### config.mk
export PLATFORM = sky130hd
export DESIGN_NAME = ppm_capture_decoder_flat
export DESIGN_NICKNAME = d
export VERILOG_FILES = /design/src/rtl/core/ppm_pkg.sv /design/src/rtl/core/ppm_in_if.sv /design/src/rtl/core/ppm_out_if.sv /design/src/rtl/core/ppm_capture_decoder.sv /design/src/flat_wrapper.sv
export SDC_FILE = /design/constraint.sdc
export NUM_CORES = 1
export LEC_CHECK = 0
export BUFFER_PORTS_ARGS = -buffer_cell sky130_fd_sc_hd__buf_2
export CORE_MARGIN = 2
export CORE_UTILIZATION = 57
export CTS_BUF_LIST = sky130_fd_sc_hd__clkbuf_4 sky130_fd_sc_hd__clkbuf_8
export CTS_CLUSTER_DIAMETER = 40
export DETAILED_ROUTE_END_ITERATION = 8
export PLACE_DENSITY = 0.74
export SYNTH_ARGS = -nofsm -noshare
export SYNTH_HDL_FRONTEND = slang
export SYNTH_SLANG_ARGS = --single-unit
### constraint.sdc
create_clock -name clk -period 8.5 [get_ports clk]
set_input_delay 0.85 -clock clk [delete_from_list [all_inputs] [get_ports clk]]
set_output_delay 0.85 -clock clk [all_outputs]
set_load 0.01 [all_outputs]
### src/rtl/core/ppm_pkg.sv
// ---------------------------------------------------------------------------
// ppm_pkg: PPM capture decoder package
// Payload types and fixed decode constants.
// ---------------------------------------------------------------------------
package ppm_pkg;

  // Field widths
  localparam int unsigned CAPTURE_W = 16;
  localparam int unsigned WIDTH_W   = 15;
  localparam int unsigned INDEX_W   = 4;
  localparam int unsigned VALUE_W   = 13;
  localparam int unsigned GAIN_W    = 7;
  localparam int unsigned POS_W     = 5;

  typedef logic        [CAPTURE_W-1:0] capture_t;
  typedef logic        [WIDTH_W-1:0]   pulse_width_t;
  typedef logic        [INDEX_W-1:0]   chan_index_t;
  typedef logic signed [VALUE_W-1:0]   chan_value_t;
  typedef logic signed [GAIN_W-1:0]    gain_t;
  typedef logic        [POS_W-1:0]     frame_pos_t;

  // Pulse windows in microseconds (bounds are exclusive)
  localparam pulse_width_t SYNC_MIN_US = 15'd4000;
  localparam pulse_width_t SYNC_MAX_US = 15'd19000;
  localparam pulse_width_t CHAN_MIN_US = 15'd800;
  localparam pulse_width_t CHAN_MAX_US = 15'd2200;

  // Channel centering; centered value fits 12 bits signed
  localparam int unsigned CENTER_W      = 12;
  localparam logic [CENTER_W-1:0] CHAN_CENTER_US = 12'd1500;

  // Gain trim limits and base
  localparam gain_t GAIN_LOW  = -7'sd10;
  localparam gain_t GAIN_HIGH = 7'sd40;
  localparam gain_t GAIN_BASE = 7'sd10;
  localparam int unsigned SCALE_W = 6;

  // Product (width-1500)*(gain+10): |p| <= 34950
  localparam int unsigned PROD_W = 17;
  localparam int unsigned MAG_W  = 16;

  // Divide by ten: q = (m * 52429) >> 19, exact for m < 2^16
  localparam int unsigned RECIP_W     = 17;
  localparam logic [RECIP_W-1:0] RECIP_10 = 17'd52429;
  localparam int unsigned RECIP_SHIFT = 19;
  localparam int unsigned QUOT_W      = 12;

  // Frame position codes
  localparam frame_pos_t POS_UNSYNC = 5'd0;
  localparam frame_pos_t POS_FIRST  = 5'd1;

endpackage

### src/rtl/core/ppm_in_if.sv
// ---------------------------------------------------------------------------
// ppm_in_if: capture timestamp channel
// Valid/ready channel carrying one edge capture timestamp per word.
// ---------------------------------------------------------------------------
interface ppm_in_if;
  import ppm_pkg::*;

  logic     valid;
  logic     ready;
  capture_t capture_time;

  modport source (output valid, output capture_time, input ready);
  modport sink   (input valid, input capture_time, output ready);
endinterface

### src/rtl/core/ppm_out_if.sv
// ---------------------------------------------------------------------------
// ppm_out_if: decoded pulse result channel
// Valid/ready channel carrying one decode result word per edge.
// ---------------------------------------------------------------------------
interface ppm_out_if;
  import ppm_pkg::*;

  logic        valid;
  logic        ready;
  logic        channel_write;
  chan_index_t channel_index;
  chan_value_t channel_value;
  logic        sync_seen;
  logic        sync_lost;

  modport source (
    output valid, output channel_write, output channel_index,
    output channel_value, output sync_seen, output sync_lost,
    input  ready
  );
  modport sink (
    input  valid, input channel_write, input channel_index,
    input  channel_value, input sync_seen, input sync_lost,
    output ready
  );
endinterface

### src/rtl/core/ppm_capture_decoder.sv
// ---------------------------------------------------------------------------
// ppm_capture_decoder: RC PPM frame decoder
// Turns edge capture timestamps into sync events and scaled channel values.
// ---------------------------------------------------------------------------
//  port      | dir | word
//  ----------+-----+---------------------------------------------------------
//  capture   | in  | capture_time, 16-bit timer value at the edge
//  result    | out | channel_write, channel_index, channel_value, sync flags
//  cfg_write | in  | cfg_data loads gain_adjust (7-bit signed)
//
//  One word in and one word out per cycle when not stalled.
//  The input register loads at the accepting edge; decode and scale multiply
//  fill the middle stage, and the divide-by-ten reciprocal multiply fills the
//  result register, whose valid bit drives result.valid.
//  Synchronous reset clears the stage valids, the last timestamp, the frame
//  position and the gain. A stalled result holds; the earlier stages keep
//  filling until the pipe is full, then capture.ready drops.
// ---------------------------------------------------------------------------
module ppm_capture_decoder #(
  parameter int MAX_CHANNELS = 16
) (
  input  logic           clk,
  input  logic           rst,
  ppm_in_if.sink         capture,
  ppm_out_if.source      result,
  input  logic           cfg_write,
  input  ppm_pkg::gain_t cfg_data
);
  import ppm_pkg::*;

  localparam frame_pos_t POS_LAST = POS_W'(MAX_CHANNELS);

  // Stage valids and advance enables
  logic v0, v1, v2;
  logic en0, en1, en2;

  assign en2 = !v2 || result.ready;
  assign en1 = !v1 || en2;
  assign en0 = !v0 || en1;
  assign capture.ready = en0;

  // Configuration register
  gain_t gain_adjust;

  always_ff @(posedge clk) begin
    if (rst) begin
      gain_adjust <= '0;
    end else if (cfg_write) begin
      gain_adjust <= cfg_data;
    end
  end

  // Stage 0: input register
  capture_t cap0;

  always_ff @(posedge clk) begin
    if (rst) begin
      v0 <= 1'b0;
    end else if (en0) begin
      v0 <= capture.valid;
    end
  end

  always_ff @(posedge clk) begin
    if (en0 && capture.valid) begin
      cap0 <= capture.capture_time;
    end
  end

  // Stage 1: pulse width, classification, frame state, scale multiply
  capture_t     previous_capture;
  frame_pos_t   frame_position;
  frame_pos_t   frame_position_next;
  capture_t     delta;
  pulse_width_t width;
  logic         is_sync, is_chan, armed;
  logic         wr1_next, seen1_next, lost1_next;
  gain_t        gain_sat, scale7;
  logic signed [CENTER_W-1:0]         centered;
  logic signed [CENTER_W+GAIN_W-1:0]  prod_full;
  logic signed [PROD_W-1:0]           prod1_next;

  always_comb begin
    delta    = cap0 - previous_capture;
    width    = delta[CAPTURE_W-1:1];
    is_sync  = (width > SYNC_MIN_US) && (width < SYNC_MAX_US);
    is_chan  = (width > CHAN_MIN_US) && (width < CHAN_MAX_US);
    armed    = (frame_position >= POS_FIRST) && (frame_position <= POS_LAST);

    wr1_next   = 1'b0;
    seen1_next = 1'b0;
    lost1_next = 1'b0;
    frame_position_next = frame_position;
    if (is_sync) begin
      seen1_next = 1'b1;
      frame_position_next = POS_FIRST;
    end else if (armed) begin
      if (is_chan) begin
        wr1_next = 1'b1;
        frame_position_next = frame_position + POS_FIRST;
      end else begin
        lost1_next = 1'b1;
        frame_position_next = POS_UNSYNC;
      end
    end

    // Saturate trim, then scale = gain + 10 (0..50)
    if (gain_adjust < GAIN_LOW) begin
      gain_sat = GAIN_LOW;
    end else if (gain_adjust > GAIN_HIGH) begin
      gain_sat = GAIN_HIGH;
    end else begin
      gain_sat = gain_adjust;
    end
    scale7 = gain_sat + GAIN_BASE;

    centered  = $signed(width[CENTER_W-1:0] - CHAN_CENTER_US);
    prod_full = centered * $signed({1'b0, scale7[SCALE_W-1:0]});
    prod1_next = wr1_next ? prod_full[PROD_W-1:0] : '0;
  end

  logic                     wr1, seen1, lost1;
  chan_index_t              idx1;
  logic signed [PROD_W-1:0] prod1;

  always_ff @(posedge clk) begin
    if (rst) begin
      v1               <= 1'b0;
      previous_capture <= '0;
      frame_position   <= POS_UNSYNC;
    end else if (en1) begin
      v1 <= v0;
      if (v0) begin
        previous_capture <= cap0;
        frame_position   <= frame_position_next;
      end
    end
  end

  always_ff @(posedge clk) begin
    if (en1 && v0) begin
      wr1   <= wr1_next;
      seen1 <= seen1_next;
      lost1 <= lost1_next;
      idx1  <= wr1_next ? INDEX_W'(frame_position - POS_FIRST) : '0;
      prod1 <= prod1_next;
    end
  end

  // Stage 2: divide by ten, truncating toward zero
  logic [PROD_W-1:0]          mag_full;
  logic [MAG_W-1:0]           mag;
  logic [MAG_W+RECIP_W-1:0]   quot_full;
  logic [QUOT_W-1:0]          quot;
  chan_value_t                value2_next;

  always_comb begin
    mag_full  = prod1[PROD_W-1] ? PROD_W'(-prod1) : PROD_W'(prod1);
    mag       = mag_full[MAG_W-1:0];
    quot_full = mag * RECIP_10;
    quot      = quot_full[RECIP_SHIFT+QUOT_W-1:RECIP_SHIFT];
    value2_next = prod1[PROD_W-1] ? -$signed({1'b0, quot}) : $signed({1'b0, quot});
  end

  always_ff @(posedge clk) begin
    if (rst) begin
      v2 <= 1'b0;
    end else if (en2) begin
      v2 <= v1;
    end
  end

  always_ff @(posedge clk) begin
    if (en2 && v1) begin
      result.channel_write <= wr1;
      result.channel_index <= idx1;
      result.channel_value <= value2_next;
      result.sync_seen     <= seen1;
      result.sync_lost     <= lost1;
    end
  end

  assign result.valid = v2;

endmodule

### src/flat_wrapper.sv
// flat-port wrapper written by rule: the top's interface ports become plain ports
module ppm_capture_decoder_flat import ppm_pkg::*;
#(
  parameter int MAX_CHANNELS = 16
)
  (clk, rst, cfg_write, cfg_data, capture_valid, capture_capture_time, capture_ready, result_valid, result_channel_write, result_channel_index, result_channel_value, result_sync_seen, result_sync_lost, result_ready);
  ppm_in_if capture_i ();
  ppm_out_if result_i ();
  input  logic clk;
  input  logic rst;
  input  logic cfg_write;
  input  ppm_pkg::gain_t cfg_data;
  input wire logic [$bits(capture_i.valid)-1:0] capture_valid;
  input wire logic [$bits(capture_i.capture_time)-1:0] capture_capture_time;
  output wire logic [$bits(capture_i.ready)-1:0] capture_ready;
  output wire logic [$bits(result_i.valid)-1:0] result_valid;
  output wire logic [$bits(result_i.channel_write)-1:0] result_channel_write;
  output wire logic [$bits(result_i.channel_index)-1:0] result_channel_index;
  output wire logic [$bits(result_i.channel_value)-1:0] result_channel_value;
  output wire logic [$bits(result_i.sync_seen)-1:0] result_sync_seen;
  output wire logic [$bits(result_i.sync_lost)-1:0] result_sync_lost;
  input wire logic [$bits(result_i.ready)-1:0] result_ready;
  assign capture_i.valid = capture_valid;
  assign capture_i.capture_time = capture_capture_time;
  assign capture_ready = capture_i.ready;
  assign result_valid = result_i.valid;
  assign result_channel_write = result_i.channel_write;
  assign result_channel_index = result_i.channel_index;
  assign result_channel_value = result_i.channel_value;
  assign result_sync_seen = result_i.sync_seen;
  assign result_sync_lost = result_i.sync_lost;
  assign result_i.ready = result_ready;
  ppm_capture_decoder #(.MAX_CHANNELS(MAX_CHANNELS)) u_core (.clk(clk), .rst(rst), .capture(capture_i), .result(result_i), .cfg_write(cfg_write), .cfg_data(cfg_data));
endmodule
==> impl_metrics.ini <==
[outcome]
status = finished clean

[clocking]
cts_tree = built
clock_latency_ns = 0.39
clk_pin_slew_ns = 0.10
cts_sinks = 91
cts_root_buf = clkbuf_8
ctsHtreeMaxLevel = 3
numCtsBuffers = 9
clk_path_buf_depth = 2
hold_buffers = 0

[setup_path]
critPathKind = flip-flop to flip-flop
worstSetupStartpointType = flip-flop
critPathMaxStageDelay_ns = 0.55
crit_required_ns = 8.65
crit_arrival_ns = 8.32
critPathSlowestCell = or4_4
cp_common_cell = inv_1
cp_max_fo = 5
r2r-start = u_core.prod1[4]$_SDFFCE_PN0P_
crit_start = u_core.prod1[4]$_SDFFCE_PN0P_
endpoint_kind = flip-flop

[synthesis]
synth_commonest_cells = 239 x inv_1, 179 x ha_1, 123 x fa_1
yosysSeqAreaShare = 0.206
synth_cells = 1255
synth.largest_area_cell = fa_1
syn_nets = 1585
synth_area_sq_um = 11800
yosys-top-cells-area = fa_1 21%, ha_1 19%, edfxtp_1 15%, inv_1 7.6%, dfxtp_1 5.3%
async_reset_ff_frac = 0
syn_avg_cell_area_sq_um = 9.37
synth-edff-count = 60
ys_ff_latch = 91
synth_warnings = 0
ys.flop_type = edfxtp_1
synth_cell_types = 75
synth.most_common_cell = inv_1
netlist.area_leader.share = 0.209

[final_layout]
regArea_sq_um = 2420
fill_cells = 1732
drive_above_1_share = 0.0804
multi_input_area_sq_um = 8350
fin_nets = 1631
syn2layout_area_growth_pct = 6.45
n_antenna_cell = 0
postLayoutCoreUtil = 0.618
finalInstanceArea_sq_um = 12500

[sta]
tightest_slew_ns = 0.998
finalMaxSlewViolations = 0
fin_skew_ns = 0.0189
fmax_mhz = 122
timing.hold.ws_ns = 0.426
fin_setup_tns_ns = 0
slew_headroom = 0.332
setup_viol_count_final = 0
final.min_clock_period_ns = 8.17
finalCritPeriodShare = 0.961
finalHoldViolCount = 0

[min_path]
min_from = u_core.wr1$_DFFE_PP_
hp-class = flip-flop to flip-flop

[route]
drt-initial-drc-count = 436
post_drt_wl_per_cell_um = 15.4
vias_per_cell = 5.43
first_pass_iters = 5
drt.antenna.violating_nets = 0
route.detailed.drc = 0
postRouteWirelength_um = 24300
vias = 8555

[grt]
grt_pass1_vias = 8690
grt_first_pass_wirelength_um = 40800
grt_max_degree = 37
antenna_found_initial = 0
grt-ovfl-total = 0
grt_use_total = 0.233

[floorplan]
die_w_um = 148
die_area_sq_um = 21800
num_rows = 52
dieHeight_um = 148
io_pins = 50
core_sq_um = 20200
start_util = 0.581

[placement]
dp.final_hpwl_um = 20400
gp_congestion = 0.905
place.port_buffers = 49
placed_area_sq_um = 12300

[flow_run]
max_cap_viol_count = 0
## metal layers
| metal | up-vias | track usage | part of all wire |
|---|---|---|---|
| met3 | 31 | 0.0265 | 0.029 |
| met2 | 151 | 0.423 | 0.51 |
| met1 | 4156 | 0.299 | 0.44 |
| li1 | 4217 | - | - |
| met5 | - | 0 | 0 |
| met4 | 0 | 0.0534 | 0.015 |
## through the flow
step	setup slack, ns	instances
global route	-0.0496	1576
floorplan	0.683	1255
global placement	0.299	1557
finish	0.332	1576
CTS	0.153	1573
detailed placement	0.148	1557
## final cells by class
type / count / area share
Tap cell: 270 / 0.0270
Clock inverter: 7 / 0.00520
Inverter: 240 / 0.0720
Multi-Input combinational cell: 901 / 0.667
Timing Repair Buffer: 58 / 0.0250
Clock buffer: 9 / 0.00990
Sequential cell: 91 / 0.194
## state kept, by name, indices dropped and copies added (netlist names)
| signal | count |
|---|---|
| u_core.cap0 | 16 |
| u_core.frame_position | 5 |
| u_core.gain_adjust | 7 |
| u_core.idx1 | 4 |
| u_core.lost1 | 1 |
| u_core.previous_capture | 16 |
| u_core.prod1 | 17 |
| u_core.result.channel_index | 4 |
| u_core.result.channel_value | 13 |
| u_core.result.channel_write | 1 |
| u_core.result.sync_lost | 1 |
| u_core.result.sync_seen | 1 |
| u_core.result.valid | 1 |
| u_core.seen1 | 1 |
| u_core.v0 | 1 |
| u_core.v1 | 1 |
| u_core.wr1 | 1 |
## repair_timing
| item | in CTS | in global routing |
|---|---|---|
| endpoints found under the hold margin | 0 | 0 |
| endpoints found under the setup margin | 0 | 4 |
| setup buffers | 0 | 3 |
| resized for setup | 0 | 3 |
## placed cells by master, fill, tap and decap left out, types with 16 or more instances in the layout
cell      Yosys  layout
xnor2_1      57      57
nand2_1      95      95
nor2_1      115     115
a21oi_1      49      49
edfxtp_1     60      60
buf_2         2      49
dfxtp_1      31      31
nand3_1      16      16
xor2_1       35      35
fa_1        123     123
inv_1       239     239
ha_1        179     179
o21ai_0      34      33
## cell families (layout without fill, tap and decap cells)
| logic type | count (synthesis) | in the layout | synth area share |
|---|---|---|---|
| AND/OR/NAND/NOR | 310 | 310 | 0.122 |
| flip-flops | 91 | 91 | 0.206 |
| AO/OA/AOI/OAI | 185 | 185 | 0.107 |
| multiplexers | 10 | 10 | 0.00852 |
| adder cells (fa/ha/maj) | 302 | 302 | 0.400 |
| XOR/XNOR | 94 | 94 | 0.0713 |
| buffers and inverters | 263 | 314 | 0.0855 |
## worst max-delay path, delay by kind of cell (launching register included)
| family | cells | cell delay (ns) |
|---|---|---|
| AOI/OAI and AO/OA | 7 | 1.63 |
| buffers and inverters | 5 | 0.36 |
| DFF | 1 | 0.47 |
| xor gates and xnor gates | 2 | 0.57 |
| adders and majority gates | 8 | 3.11 |
| and+or+nand+nor | 6 | 1.77 |
## final timing paths
kind                                                                       to  slack, ns  cells past startpoint
worst max-delay path            u_core.result.channel_value[12]$_SDFFCE_PN0P_       0.33                     28
worst min-delay path                    u_core.result.channel_write$_DFFE_PP_       0.43                      0
worst max register to register  u_core.result.channel_value[12]$_SDFFCE_PN0P_       0.33                     28
worst min register to register          u_core.result.channel_write$_DFFE_PP_       0.43                      0
Power is not shown: default switching activity piles up to over one toggle a cycle in this logic, so the estimate is an artifact.
